$ cat src/hdl/ubs_pkg.sv
// Shared types and constants for the upper-triangular back substitution solver.
package ubs_pkg;

    localparam int unsigned MAX_SIZE_DEF = 16;
    localparam int unsigned IDX_W        = 4;
    localparam int unsigned VAL_W        = 32;
    localparam int unsigned ACC_W        = 64;
    localparam int unsigned SIZE_W       = 5;
    localparam logic [SIZE_W-1:0] SIZE_RST = 5'd16;

    typedef enum logic [1:0] {
        CMD_WR_MAT = 2'd0,
        CMD_WR_VEC = 2'd1,
        CMD_SOLVE  = 2'd2,
        CMD_NONE   = 2'd3
    } t_cmd;

    typedef struct packed {
        logic [1:0]              cmd;
        logic [IDX_W-1:0]        row;
        logic [IDX_W-1:0]        col;
        logic signed [VAL_W-1:0] value;
    } t_in_item;

    typedef struct packed {
        logic [IDX_W-1:0]        index;
        logic signed [VAL_W-1:0] solution;
        logic                    last;
        logic                    zero_pivot;
    } t_out_item;

    typedef struct packed {
        logic                    start;
        logic signed [ACC_W-1:0] num;
        logic signed [VAL_W-1:0] den;
    } t_div_req;

    typedef struct packed {
        logic                    busy;
        logic                    done;
        logic signed [VAL_W-1:0] quot;
    } t_div_rsp;

    typedef enum logic [3:0] {
        S_IDLE,
        S_ROWB,
        S_ROWD,
        S_MRD,
        S_MUL,
        S_ACC,
        S_DIVS,
        S_DIVW,
        S_OUT
    } t_state;

endpackage

$ cat src/hdl/ubs_divider.sv
// Radix-2 restoring divider: Q32.32 by Q16.16, truncated, saturated to 32 bits.
module ubs_divider (
    input  logic              i_clk,
    input  logic              i_rst_n,
    input  ubs_pkg::t_div_req i_req,
    output ubs_pkg::t_div_rsp o_rsp
);

    logic                            r_busy;
    logic                            r_done;
    logic [5:0]                      r_cnt;
    logic [32:0]                     r_rem;
    logic [31:0]                     r_low;
    logic [31:0]                     r_q;
    logic [31:0]                     r_ud;
    logic                            r_neg;
    logic signed [ubs_pkg::VAL_W-1:0] r_quot;

    logic [63:0] w_un;
    logic [31:0] w_ud;
    logic [32:0] w_rem2;
    logic        w_ge;
    logic [31:0] w_qn;

    assign w_un   = i_req.num[63] ? (64'd0 - 64'(i_req.num)) : 64'(i_req.num);
    assign w_ud   = i_req.den[31] ? (32'd0 - 32'(i_req.den)) : 32'(i_req.den);
    assign w_rem2 = {r_rem[31:0], r_low[31]};
    assign w_ge   = w_rem2 >= {1'b0, r_ud};
    assign w_qn   = {r_q[30:0], w_ge};

    always_ff @(posedge i_clk) begin
        if (!i_rst_n) begin
            r_busy <= 1'b0;
            r_done <= 1'b0;
            r_cnt  <= '0;
        end else begin
            r_done <= 1'b0;
            if (i_req.start) begin
                r_neg <= i_req.num[63] ^ i_req.den[31];
                r_ud  <= w_ud;
                if (w_un[63:32] >= w_ud) begin
                    // quotient needs more than 32 bits: saturate at once
                    r_quot <= (i_req.num[63] ^ i_req.den[31]) ? 32'sh8000_0000
                                                              : 32'sh7FFF_FFFF;
                    r_done <= 1'b1;
                end else begin
                    r_rem  <= {1'b0, w_un[63:32]};
                    r_low  <= w_un[31:0];
                    r_q    <= '0;
                    r_cnt  <= 6'd32;
                    r_busy <= 1'b1;
                end
            end else if (r_busy) begin
                r_rem <= w_ge ? (w_rem2 - {1'b0, r_ud}) : w_rem2;
                r_low <= {r_low[30:0], 1'b0};
                r_q   <= w_qn;
                r_cnt <= r_cnt - 6'd1;
                if (r_cnt == 6'd1) begin
                    r_busy <= 1'b0;
                    r_done <= 1'b1;
                    if (r_neg) begin
                        r_quot <= w_qn[31] ? 32'sh8000_0000 : $signed(32'd0 - w_qn);
                    end else begin
                        r_quot <= w_qn[31] ? 32'sh7FFF_FFFF : $signed(w_qn);
                    end
                end
            end
        end
    end

    assign o_rsp.busy = r_busy;
    assign o_rsp.done = r_done;
    assign o_rsp.quot = r_quot;

endmodule

$ cat config.mk
export PLATFORM = sky130hd
export DESIGN_NAME = ubs_divider
export DESIGN_NICKNAME = d
export VERILOG_FILES = /design/src/hdl/ubs_pkg.sv /design/src/hdl/ubs_divider.sv
export SDC_FILE = /design/constraint.sdc
export NUM_CORES = 1
export LEC_CHECK = 0
export BUFFER_PORTS_ARGS = -buffer_cell sky130_fd_sc_hd__clkbuf_2
export CORE_MARGIN = 4
export CORE_UTILIZATION = 50
export DETAILED_ROUTE_END_ITERATION = 6
export GPL_TIMING_DRIVEN = 0
export PLACE_DENSITY = 0.69
export SLEW_MARGIN = 20
export SYNTH_ARGS = -nofsm -noshare
export SYNTH_HDL_FRONTEND = slang
export SYNTH_SLANG_ARGS = --single-unit
$ cat constraint.sdc
create_clock -name i_clk -period 37.5 [get_ports i_clk]
set_input_delay 3.75 -clock i_clk [delete_from_list [all_inputs] [get_ports i_clk]]
set_output_delay 3.75 -clock i_clk [all_outputs]
set_load 0.005 [all_outputs]
==> run_results.csv <==
group,metric,value,unit
status,outcome,"finished, final reports clean",
route,num_vias,10600,
worst_setup_path,worstSetupEndpointType,"register",
synthesis,syn_avg_cell_area,9.27,sq um
placed_design,port_buffers,130,
sta,slew_violations,0,
global_routing,grt-ovfl-total,0,
floorplanning,die_h,163,um
sta,max_freq,0.100,GHz
layout,final_area,13800,sq um
synthesis,synth_top_family_by_area,"compound AO/OA/AOI/OAI gates",
synthesis,syn_area,12000,sq um
worst_setup_path,cpPeakStageDelay,0.84,ns
layout,area_growth,15.1,%
route,first_pass_iters,6,
worst_setup_path,critPathMaxFanout,9,
worst_setup_path,cp_cell_sequence,"clkbuf_2, or4_1, clkbuf_1, nor3_1, nand2_1, or2_1, clkbuf_1, nand2_1, xnor2_1, ha_1, a21o_1, a21o_1, a21oi_1, nor2_1, a211oi_1, a2111oi_1, nor4_2, buf_2, buf_2, buf_2, buf_2",
sta,fin_ws,27.52,ns
sta,rsz0062_at_grt,"no",
sta,fin_setup_tns,0,ns
global_routing,grt_pass1_wl,53900,um
sta,post-route-period-util,26.6,%
floorplanning,io_pins,133,
worst_setup_path,start_kind,"input port",
route,wl,33900,um
sta,final.min_clock_period,9.98,ns
layout,fillers,2121,
route,ant_nets,0,
floorplanning,initial_utilization,51.0,%
synthesis,ys_warn_count,0,
floorplanning,fp.dieW,163,um
layout,multi_input_area,6510,sq um
sta,final-hold-violation-count,0,
layout,drive_gt1_share,13.6,%
synthesis,synthTopCellsByArea,"edfxtp_1 40%, ha_1 7.2%, xnor2_1 5.5%",
global_routing,grt_antenna_before_repair,0,
route,drc,0,
clock_tree,htree_num_levels,4,
global_routing,grt_usage,25.5,%
clock_tree,cts_hold_buf,0,
route,route.detailed.wl_per_inst,18.9,um
synthesis,yosysSeqAreaShare,41.4,%
synthesis,synth_flop_cell,"edfxtp_1",
floorplanning,num_rows,56,
clock_tree,cts_buffers,17,
layout,mostFrequentLayoutCells,"160 x edfxtp_1, 130 x clkbuf_2, 111 x nor2_1",
clock_tree,clock_latency,0.44,ns
power,power.density,42.3,nW/um^2
worst_setup_path,crit_type,"in2reg",
worst_hold_path,min_path_type,"reg2reg",
sta,max_slew_margin,32.8,%
synthesis,muxShareOfSynthArea,1.33,%
placed_design,gp_congestion,0.956,
synthesis,synth_xor_area_share,10.1,%
power,totalPowerFinal,585,uW
synthesis,synth_top_area_share,40.0,%
global_routing,grt_max_degree,27,
flow_run,drv_cap,0,
sta,worst_pin_slew,1.01,ns
clock_tree,cts_tree,"built",
power,ir_drop,0.0000283,V
global_routing,grt_pass1_vias,10400,
worst_setup_path,critPathArrivalTime,10.12,ns
synthesis,synth_edf_count,160,
clock_tree,cts_setup_buffers,0,
synthesis,yosys_register_bits,168,
clock_tree,cts_max_path_buffers,2,
layout,seq_area,4960,sq um
placed_design,pre_cts_ws,27.09,ns
synthesis,synth_compound_area_share,18.2,%
power,power_leakage,5.46,nW
clock_tree,path_clk_slew,0.07,ns
placed_design,place_area,13200,sq um
layout,nets,1629,
worst_setup_path,worst-path-buf-inv,7,
synthesis,synth-adder-area-share,7.36,%
clock_tree,numClockSinks,168,
synthesis,yosys.cell_types.count,75,
floorplanning,die-area,26500,sq um
synthesis,syn-num-nets,1464,
route,drtIter0Drc,1080,
worst_setup_path,path_common_cell,"buf_2",
layout,n_antenna_cell,0,
worst_setup_path,crit_family,"simple AND/OR/NAND/NOR gates",
placed_design,place_hpwl,26200,um
synthesis,async_flop_share,0,%
clock_tree,cts_resized,0,
clock_tree,cts-root-buf,"clkbuf_16",
worst_setup_path,cp_slowest_cell,"nor4_2",
floorplanning,coreArea,23500,sq um
synthesis,synthSimpleGateAreaFrac,17.1,%
worst_setup_path,cp.required,37.64,ns
layout,layout.cells.most_common,"edfxtp_1",
synthesis,synthCells,1295,
synthesis,synth_top_cell_by_area,"edfxtp_1",
sta,skew,0.0110,ns
sta,setup_viol,0,
route,vias_per_cell,5.92,
worst paths after layout:
check / from / endpoint / slack [ns] / cells after the start
max: i_req[36] / r_rem[10] / 27.52 / 21
min: r_cnt[1] / r_cnt[1] / 0.50 / 2
max reg2reg: r_ud[1] / r_quot[26] / 31.59 / 20
min reg2reg: r_cnt[1] / r_cnt[1] / 0.50 / 2
synth_stat cells, types with 5 or more instances:
cell type and n:
a211oi_1 8, a21o_1 20, a21oi_1 90, a31oi_1 15, and3_1 7, buf_1 9
clkbuf_1 44, dfxtp_1 8, edfxtp_1 160, ha_1 69, inv_1 81, mux2i_1 16
nand2_1 108, nand2b_1 13, nand3_1 19, nand4_1 15, nor2_1 112, nor2b_1 38
nor3_1 35, nor4_1 11, o211ai_1 6, o21a_1 9, o21ai_0 91, o21ai_1 9
o22ai_1 5, o31ai_1 38, o41ai_1 14, or2_1 6, or2_2 5, or3_1 15
or4_1 13, xnor2_1 75, xor2_1 63
metal layers:
| layer | wire length (um) | vias up | GRT usage, % | part of all wire (%) |
|---|---|---|---|---|
| li1 | - | 5058 | - | - |
| met1 | 14700 | 5019 | 35.3 | 43 |
| met2 | 15700 | 476 | 41.5 | 46 |
| met3 | 2640 | 54 | 3.95 | 7.8 |
| met4 | 765 | 0 | 7.89 | 2.3 |
| met5 | 0 | - | 0 | 0 |
logic make-up (layout without fill, tap and decap cells):
group	count (synthesis)	count (layout)
simple gates	415	415
compound gates	345	345
flops	168	168
buf+inv	143	321
xor+xnor	138	138
fa+ha+maj	70	70
mux	16	16
worst min-delay path: cells and delay by family, from the launching register on:
| family | cells | cell delay, ns |
|---|---|---|
| AO/OA/AOI/OAI | 2 | 0.13 |
| flip-flops | 1 | 0.33 |
state kept, by name, indices dropped and copies added, names as in the netlist:
signal and cells:
r_rem 32, r_low 32, r_ud 32, r_done 1, r_quot 32, r_neg 1, r_busy 1, r_cnt 6
r_q 31
report_power, final:
group          leakage [nW]  internal [mW]  switching [mW]
Combinational          3.60         0.0660           0.103
Sequential             1.56          0.229         0.00857
Clock                 0.294         0.0903          0.0883
Total                  5.46          0.385           0.200
cell type report:
| class | instances | share of cell area [%] |
|---|---|---|
| Timing Repair Buffer | 146 | 5.68 |
| Multi-Input combinational cell | 984 | 47.1 |
| Buffer | 59 | 1.69 |
| Tap cell | 319 | 2.89 |
| Sequential cell | 168 | 35.9 |
| Clock inverter | 15 | 1.31 |
| Clock buffer | 17 | 3.08 |
| Inverter | 84 | 2.28 |
through the flow:
stage / hold slack, ns / utilization, % / cells
finish: 0.502 / 58.7 / 1792
global route: 0.525 / 58.7 / 1792
CTS: 0.498 / 58.7 / 1792
detailed placement: 0.483 / 56.1 / 1760
global placement: 0.484 / 55.4 / 1744
floorplan: 0.461 / - / 1295
(Power assumes the default switching activity.)
