$ cat src/hdl/ubs_pkg.sv
// Shared types and constants for the upper-triangular back substitution solver.
package ubs_pkg;

    localparam int unsigned MAX_SIZE_DEF = 16;
    localparam int unsigned IDX_W        = 4;
    localparam int unsigned VAL_W        = 32;
    localparam int unsigned ACC_W        = 64;
    localparam int unsigned SIZE_W       = 5;
    localparam logic [SIZE_W-1:0] SIZE_RST = 5'd16;

    typedef enum logic [1:0] {
        CMD_WR_MAT = 2'd0,
        CMD_WR_VEC = 2'd1,
        CMD_SOLVE  = 2'd2,
        CMD_NONE   = 2'd3
    } t_cmd;

    typedef struct packed {
        logic [1:0]              cmd;
        logic [IDX_W-1:0]        row;
        logic [IDX_W-1:0]        col;
        logic signed [VAL_W-1:0] value;
    } t_in_item;

    typedef struct packed {
        logic [IDX_W-1:0]        index;
        logic signed [VAL_W-1:0] solution;
        logic                    last;
        logic                    zero_pivot;
    } t_out_item;

    typedef struct packed {
        logic                    start;
        logic signed [ACC_W-1:0] num;
        logic signed [VAL_W-1:0] den;
    } t_div_req;

    typedef struct packed {
        logic                    busy;
        logic                    done;
        logic signed [VAL_W-1:0] quot;
    } t_div_rsp;

    typedef enum logic [3:0] {
        S_IDLE,
        S_ROWB,
        S_ROWD,
        S_MRD,
        S_MUL,
        S_ACC,
        S_DIVS,
        S_DIVW,
        S_OUT
    } t_state;

endpackage

$ cat src/hdl/ubs_cell.sv
// One cell of the solved-element chain: holds one x value, shifts from its neighbor.
module ubs_cell (
    input  logic                               i_clk,
    input  logic                               i_shift,
    input  logic signed [ubs_pkg::VAL_W-1:0]   i_prev,
    output logic signed [ubs_pkg::VAL_W-1:0]   o_val
);

    logic signed [ubs_pkg::VAL_W-1:0] r_val;

    always_ff @(posedge i_clk) begin
        if (i_shift) begin
            r_val <= i_prev;
        end
    end

    assign o_val = r_val;

endmodule

$ cat config.mk
export PLATFORM = sky130hd
export DESIGN_NAME = ubs_cell
export DESIGN_NICKNAME = d
export VERILOG_FILES = /design/src/hdl/ubs_pkg.sv /design/src/hdl/ubs_cell.sv
export SDC_FILE = /design/constraint.sdc
export NUM_CORES = 1
export LEC_CHECK = 0
export BUFFER_PORTS_ARGS = -buffer_cell sky130_fd_sc_hd__buf_2
export CAP_MARGIN = 20
export CORE_ASPECT_RATIO = 0.75
export CORE_UTILIZATION = 42
export DETAILED_ROUTE_END_ITERATION = 10
export HOLD_SLACK_MARGIN = 0.05
export PLACE_DENSITY = 0.81
export SLEW_MARGIN = 10
export SYNTH_ARGS = -nofsm -noshare
export SYNTH_HDL_FRONTEND = slang
export SYNTH_SLANG_ARGS = --single-unit
$ cat constraint.sdc
create_clock -name i_clk -period 0.8 [get_ports i_clk]
set_input_delay 0 -clock i_clk [delete_from_list [all_inputs] [get_ports i_clk]]
set_output_delay 0 -clock i_clk [all_outputs]
set_load 0.01 [all_outputs]
==> results.json, run 1 <==
{
  "status": "finished, violations left",
  "violations": "setup timing",
  "cp.depth": 1,
  "vias": 728,
  "seqCellArea_um2": 961,
  "multi_input_area_um2": 0,
  "utilization_pct": 82.1,
  "cts_made_buffers": 5,
  "syn2layout_area_growth_pct": 78.0,
  "hold_path_depth": 2,
  "crit_family": "flip-flops",
  "p_per_area_mw_per_mm2": 1910,
  "io_pins": 66,
  "start_util_pct": 46.1,
  "power_frac_clock_pct": 24.2,
  "period_needed_ns": 0.872,
  "pwr-share-comb_pct": 13.9,
  "die_y_um": 43.4,
  "critPathCaptureType": "output pin",
  "post-place-ws_ns": 0.193,
  "final_area_mm2": 0.00171,
  "hold_violations": 0,
  "cts_setup_buffers": 0,
  "netlist_instances": 32,
  "syn_avg_cell_area_um2": 30.0,
  "fill_cells": 103,
  "hold_start": "i_shift",
  "worstPathRequired_ns": 0.80,
  "drt-pass1-iter-count": 4,
  "layout.nets": 172,
  "p_switching_mw": 0.701,
  "largest_register_ffs": 32,
  "cts_tree": "done",
  "syn_area_um2": 961,
  "use_met3_pct": 4.48,
  "worstPathCellList": "buf_2",
  "crit_path_top_delay_cell": "edfxtp_1",
  "coreArea_mm2": 0.00208,
  "seq_power_share_pct": 61.9,
  "cp-start-kind": "register",
  "setup_viol": 32,
  "fmaxAchievable_ghz": 1.15,
  "root_buffer": "clkbuf_4",
  "grt_util_met2_pct": 35.1,
  "crit_path_start": "o_val[7]",
  "power_leakage_nw": 0.745,
  "synth_warnings": 0,
  "drive_above_1_share_pct": 52.9,
  "grt_overflow": 0,
  "port_buffers": 65,
  "critPathMaxFanout": 1,
  "layout_setup_ws_ns": -0.0724,
  "grt_pass1_vias": 731,
  "drv_slew": 0,
  "fin_crit_sh_pct": 109,
  "cts_buffer_depth": 2,
  "switching_share_pct": 21.5,
  "wl_per_cell_um": 15.4,
  "slowest_delay_ns": 0.41,
  "viasPerCell": 4.49,
  "antenna_found_initial": 0,
  "cts_sinks": 32,
  "place_area_mm2": 0.00134,
  "total_power_mw": 3.27,
  "max_slew.worst_pin.slew_ns": 0.123,
  "multi_input_comb_cells": 0,
  "worstPathArrival_ns": 0.87,
  "hold_path_class": "in -> reg",
  "path_clk_slew_ns": 0.09,
  "cap_violations": 0,
  "cp_num_buf_inv": 1,
  "antenna_cells": 0,
  "grt_pass1_wl_mm": 3.73,
  "grt.total_usage_pct": 22.4,
  "drt_wl_total_mm": 2.50,
  "syn_nets": 66,
  "drc_errors": 0,
  "die_w_um": 57.2,
  "ant_nets": 0,
  "synth-seq-area-share_pct": 100,
  "crit_type": "reg -> out",
  "synth-seq-cells": 32,
  "intPower_mw": 2.57,
  "grt_max_degree": 24,
  "relSlewSlack_pct": 91.8,
  "rsz0062_at_grt": "true",
  "grt-busiest-layer": "met2",
  "holdWs_ns": 0.113,
  "use_met1_pct": 31.3,
  "drt_iter0_markers": 28,
  "place_congestion": 0.778,
  "placementRows": 14,
  "peakVddDrop_v": 0.00128,
  "htree_levels": 2,
  "die-area_mm2": 0.00249,
  "yosysUniqueCellTypes": 1
}
## repair_timing
action | in CTS | in global routing
setup endpoints to repair | 32 | 32
pin swaps | 0 | 0
resized for setup | 0 | 0
hold buffers | 32 | 0
hold endpoints to repair | 32 | 0
## cell usage after synthesis
| cell | instances | area share (%) |
|---|---|---|
| edfxtp_1 | 32 | 100 |
## worst paths after layout
check                    to  slack, ns
setup / recovery   o_val[7]      -0.07
hold / removal    o_val[26]       0.11
## per-stage QoR
stage | TNS, ns | std cells
2_1_floorplan | 0 | 32
3_3_place_gp | 0 | 123
3_5_place_dp | 0 | 123
4_1_cts | -1.41 | 162
5_1_grt | -2.52 | 162
6_report | -0.920 | 162
## cells in the final DEF (no fill, tap or decap)
cell and count:
clkinv_2 1, clkbuf_4 5, buf_4 1, edfxtp_1 32
buf_2 65, clkbuf_1 1, dlygate4sd3_1 32, buf_12 1
## power groups by stage
stage	registers, mW	logic, mW	clock network, mW
4_1_cts	2.02	0.451	0.822
6_report	2.02	0.454	0.789
2_1_floorplan	2.14	0	0
5_1_grt	2.04	0.478	0.905
3_3_place_gp	2.05	0.320	0
3_5_place_dp	2.06	0.328	0
## kinds of logic after synthesis
group  count (synthesis)  share of synthesized area [%]
DFF                   32                            100
## final cells by class
type	count	share of cell area, %
sequential	32	56.2
timing repair buffer	99	39.4
clock buffer	6	2.41
tap	24	1.76
clock inverter	1	0.293
## per-layer routing
layer | share of wire (%) | vias up | wire [um]
li1 | - | 340 | -
met1 | 43 | 369 | 1090
met2 | 53 | 14 | 1320
met3 | 2.4 | 5 | 61
met4 | 1.3 | 0 | 33
met5 | 0 | - | 0
Note: power is estimated with default switching activity, not from simulation.
==> run 2: changes to the inputs <==
==> constraint.sdc (replaced) <==
create_clock -name i_clk -period 1.1 [get_ports i_clk]
set_input_delay 0 -clock i_clk [delete_from_list [all_inputs] [get_ports i_clk]]
set_output_delay 0 -clock i_clk [all_outputs]
set_load 0.01 [all_outputs]
==> run 2 against run 1 <==
Compared with the run above: the flow now finishes without violations; sequential power fell by 27%; utilization fell by 0.78 points; highest routed layer unchanged; via count rose by 1.6%; cell count fell by 1.9%; critical path depth did not move; clock power fell by 32%.
==> results.json, run 2 (synthesis gave the netlist of run 1 again) <==
{
  "final_cell_mix": "buf_2 (65), dlygate4sd3_1 (32), edfxtp_1 (32)",
  "die-area_mm2": 0.00249,
  "hold_violations": 0,
  "antenna_found_initial": 0,
  "fin_crit_sh_pct": 79.6,
  "final_common_cell": "buf_2",
  "start_util_pct": 46.1,
  "cts_setup_buffers": 0,
  "max_slew.worst_pin.slew_ns": 0.165,
  "cap_violations": 0,
  "post-place-ws_ns": 0.482,
  "wl_per_cell_um": 17.9,
  "critPathMaxFanout": 1,
  "relSlewSlack_pct": 89.0,
  "place_area_mm2": 0.00134,
  "cts-resized-gates": 0,
  "tns_ns": 0,
  "rsz0062_at_grt": "false",
  "worstPathCellList": "buf_2",
  "seq_power_share_pct": 62.8,
  "coreArea_mm2": 0.00208,
  "status": "finished clean",
  "place_congestion": 0.713,
  "final_area_mm2": 0.00169,
  "cts_sinks": 32,
  "path_clk_slew_ns": 0.09,
  "holdBufCountCts": 32,
  "grt.total_usage_pct": 24.4,
  "grt_max_degree": 33,
  "syn2layout_area_growth_pct": 76.3,
  "grt_overflow": 0,
  "drive_above_1_share_pct": 52.6,
  "cts_tree": "done",
  "grt_pass1_wl_mm": 4.08,
  "port_buffers": 65,
  "die_y_um": 43.4,
  "drt_iter0_markers": 32,
  "multi_input_area_um2": 0,
  "multi_input_comb_cells": 0,
  "root_buffer": "clkbuf_4",
  "largest_register_ffs": 32,
  "power_frac_clock_pct": 22.9,
  "pwr-share-comb_pct": 14.3,
  "utilization_pct": 81.3,
  "layout_setup_ws_ns": 0.225,
  "antenna_cells": 0,
  "cp-start-kind": "register",
  "crit_type": "reg -> out",
  "switching_share_pct": 21.4,
  "io_pins": 66,
  "seqCellArea_um2": 961,
  "cp_num_buf_inv": 1,
  "peakVddDrop_v": 0.000885,
  "placementRows": 14,
  "ant_nets": 0,
  "drt_wl_total_mm": 2.84,
  "viasPerCell": 4.65,
  "cts_made_buffers": 5,
  "grt_pass1_vias": 769,
  "p_per_area_mw_per_mm2": 1380,
  "hold_path_class": "in -> reg",
  "drt-pass1-iter-count": 4,
  "period_needed_ns": 0.875,
  "drv_slew": 0,
  "drc_errors": 0,
  "fmaxAchievable_ghz": 1.14,
  "crit_family": "flip-flops",
  "htree_levels": 2,
  "crit_path_top_delay_cell": "edfxtp_1",
  "setup_viol": 0,
  "power_leakage_nw": 0.735,
  "critPathCaptureType": "output pin",
  "intPower_mw": 1.84,
  "layout.nets": 171,
  "die_w_um": 57.2,
  "worstPathRequired_ns": 1.10,
  "p_switching_mw": 0.502,
  "vias": 740,
  "slowest_delay_ns": 0.41,
  "cts_buffer_depth": 2,
  "holdWs_ns": 0.147,
  "fill_cells": 108,
  "worstPathArrival_ns": 0.88
}
run 2: cell types whose count changed in the layout (fill, tap and decap cells not counted):
| cell | delta |
|---|---|
| clkbuf_1 | -1 |
| clkinv_2 | -1 |
| buf_4 | -1 |
run 2: per-layer routing:
metal	wire length, um	vias up	GRT usage, %
met5	0	-	0
met4	71	0	12.7
met2	1540	29	41.4
li1	-	338	-
met3	134	8	5.67
met1	1100	365	29.8
run 2: power by group through the flow:
stage,registers (mW),clock network (mW),logic (mW)
detailed placement,1.50,0,0.236
CTS,1.47,0.546,0.325
finish,1.47,0.537,0.335
global route,1.48,0.589,0.351
global placement,1.49,0,0.230
floorplan,1.55,0,0
run 2: cell type report:
class | instances | area share [%]
repair buffers | 98 | 39.3
well taps | 24 | 1.77
clock buffers | 5 | 2.22
flip-flops and latches | 32 | 56.7
run 2: worst paths after layout:
path	startpoint	endpoint	slack (ns)	cells after the start
worst min-delay path	i_shift	o_val[15]	0.15	2
worst max-delay path	o_val[5]	o_val[5]	0.22	1
run 2: metrics by stage:
step	cells	total power [mW]
after global routing	159	2.42
final	159	2.34
after global placement	122	1.72
after detailed placement	122	1.73
after floorplan	32	1.55
after CTS	159	2.34
==> run 3: changes to the inputs <==
--- a/config.mk
+++ b/config.mk
@@ -5,13 +5,14 @@
 export SDC_FILE = /design/constraint.sdc
 export NUM_CORES = 1
 export LEC_CHECK = 0
+export ABC_AREA = 1
 export BUFFER_PORTS_ARGS = -buffer_cell sky130_fd_sc_hd__buf_2
 export CAP_MARGIN = 20
 export CORE_ASPECT_RATIO = 0.75
-export CORE_UTILIZATION = 42
+export CORE_UTILIZATION = 35
 export DETAILED_ROUTE_END_ITERATION = 10
 export HOLD_SLACK_MARGIN = 0.05
-export PLACE_DENSITY = 0.81
+export PLACE_DENSITY = 0.72
 export SLEW_MARGIN = 10
 export SYNTH_ARGS = -nofsm -noshare
 export SYNTH_HDL_FRONTEND = slang
==> constraint.sdc (replaced) <==
create_clock -name i_clk -period 0.8 [get_ports i_clk]
set_input_delay 0 -clock i_clk [delete_from_list [all_inputs] [get_ports i_clk]]
set_output_delay 0 -clock i_clk [all_outputs]
set_load 0.01 [all_outputs]
==> run 3 against run 2 <==
Compared with the run above: worst setup slack worse by 0.30 ns; clock power rose by 57%; count of clock-buffer cells in the layout unchanged; flip-flop and latch count did not move; hold slack worse by 0.023 ns; the flow now finishes with violations (setup timing); critical path depth stayed put; largest power group unchanged; first-iteration DRC count shrank 81%; via count is 4.9% lower.
==> results.json, run 3 (synthesis gave the netlist of run 1 again) <==
{
  "status": "finished, violations left",
  "violations": "setup timing",
  "viasPerCell": 4.05,
  "drt_wl_total_mm": 2.22,
  "drt-pass1-iter-count": 2,
  "period_needed_ns": 0.876,
  "cts_buffer_depth": 2,
  "io_pins": 66,
  "worstPathArrival_ns": 0.88,
  "cts_tree": "done",
  "max_slew.worst_pin.slew_ns": 0.167,
  "die-area_mm2": 0.00296,
  "placementRows": 16,
  "critPathMaxFanout": 1,
  "crit_path_start": "o_val[9]",
  "layout_setup_ws_ns": -0.0760,
  "coreArea_mm2": 0.00260,
  "hold_violations": 0,
  "multi_input_comb_cells": 0,
  "crit_path_top_delay_cell": "edfxtp_1",
  "hold_start": "i_shift",
  "slowest_delay_ns": 0.40,
  "holdWs_ns": 0.124,
  "path_clk_slew_ns": 0.10,
  "cp-start-kind": "register",
  "fin_crit_sh_pct": 110,
  "grt_pass1_vias": 682,
  "port_buffers": 65,
  "fmaxAchievable_ghz": 1.14,
  "cap_violations": 0,
  "grt_max_degree": 33,
  "antenna_found_initial": 0,
  "crit_family": "flip-flops",
  "root_buffer": "clkbuf_4",
  "cp_num_buf_inv": 1,
  "wl_per_cell_um": 12.7,
  "setup.worst_path.end": "o_val[9]",
  "cp.depth": 1,
  "drive_above_1_share_pct": 52.9,
  "final_cell_mix": "buf_2 (65), dlygate4sd3_1 (32), edfxtp_1 (32)",
  "multi_input_area_um2": 0,
  "start_util_pct": 36.9,
  "crit_type": "reg -> out",
  "drv_slew": 0,
  "cts_made_buffers": 5,
  "peakVddDrop_v": 0.00125,
  "die_y_um": 47.4,
  "layout.nets": 171,
  "largest_register_ffs": 32,
  "grt.total_usage_pct": 14.9,
  "worstPathRequired_ns": 0.80,
  "place_congestion": 0.684,
  "die_w_um": 62.5,
  "grt_overflow": 0,
  "cts_sinks": 32,
  "tns_ns": -1.13,
  "htree_levels": 2,
  "power_leakage_nw": 0.744,
  "vias": 704,
  "relSlewSlack_pct": 88.8,
  "setup_viol": 32,
  "critPathCaptureType": "output pin",
  "p_per_area_mw_per_mm2": 1920,
  "syn2layout_area_growth_pct": 79.3,
  "drc_errors": 0,
  "final_common_cell": "buf_2",
  "grt_pass1_wl_mm": 3.04,
  "drt_iter0_markers": 6,
  "ant_nets": 0,
  "antenna_cells": 0,
  "hold_path_class": "in -> reg",
  "worstPathCellList": "buf_2",
  "rsz0062_at_grt": "true"
}
-- run 3: cell types whose count changed in the layout (fill, tap and decap cells not counted) --
cell      delta
clkinv_2     +2
clkinv_1     +1
-- run 3: how the worst min path moves through the flow --
stage | slack [ns] | endpoint | cells after the start
after floorplan | 0.1 | o_val[0] | 0
after global placement | 0.18 | o_val[13] | 1
after detailed placement | 0.18 | o_val[19] | 1
after CTS | 0.13 | o_val[0] | 2
after global routing | 0.12 | o_val[8] | 2
final | 0.12 | o_val[8] | 2
-- run 3: layout make-up --
type | instances | area (um2)
Sequential cell | 32 | 961
Tap cell | 36 | 45.0
Fill cell | 198 | 880
Clock inverter | 3 | 13.8
Clock buffer | 5 | 37.5
Timing Repair Buffer | 98 | 666
-- run 3: per-stage QoR --
step	power, mW	utilization, %	area [um2]	cells	setup WS [ns]
floorplan	2.14	-	961	32	0.406
global placement	2.36	51.9	1350	134	0.188
detailed placement	2.38	51.9	1350	134	0.178
CTS	3.31	66.2	1720	174	-0.0713
global route	3.41	66.2	1720	174	-0.113
finish	3.30	66.2	1720	174	-0.0760
-- run 3: metal layers --
layer | track usage [%] | wire (um)
met1 | 15.1 | 823
met4 | 9.30 | 25
met5 | 0 | 0
met2 | 27.4 | 1280
met3 | 5.83 | 93
-- run 3: what timing repair did --
action                     4_1_cts  5_1_grt
hold endpoints to repair        32        0
hold buffers                    32        0
gates resized for setup          0        0
buffers inserted                 0        0
setup endpoints to repair       32       32
-- run 3: where the power goes --
part / switching, mW / internal (mW)
registers: 0.0319 / 1.99
logic: 0.188 / 0.250
clock network: 0.521 / 0.322
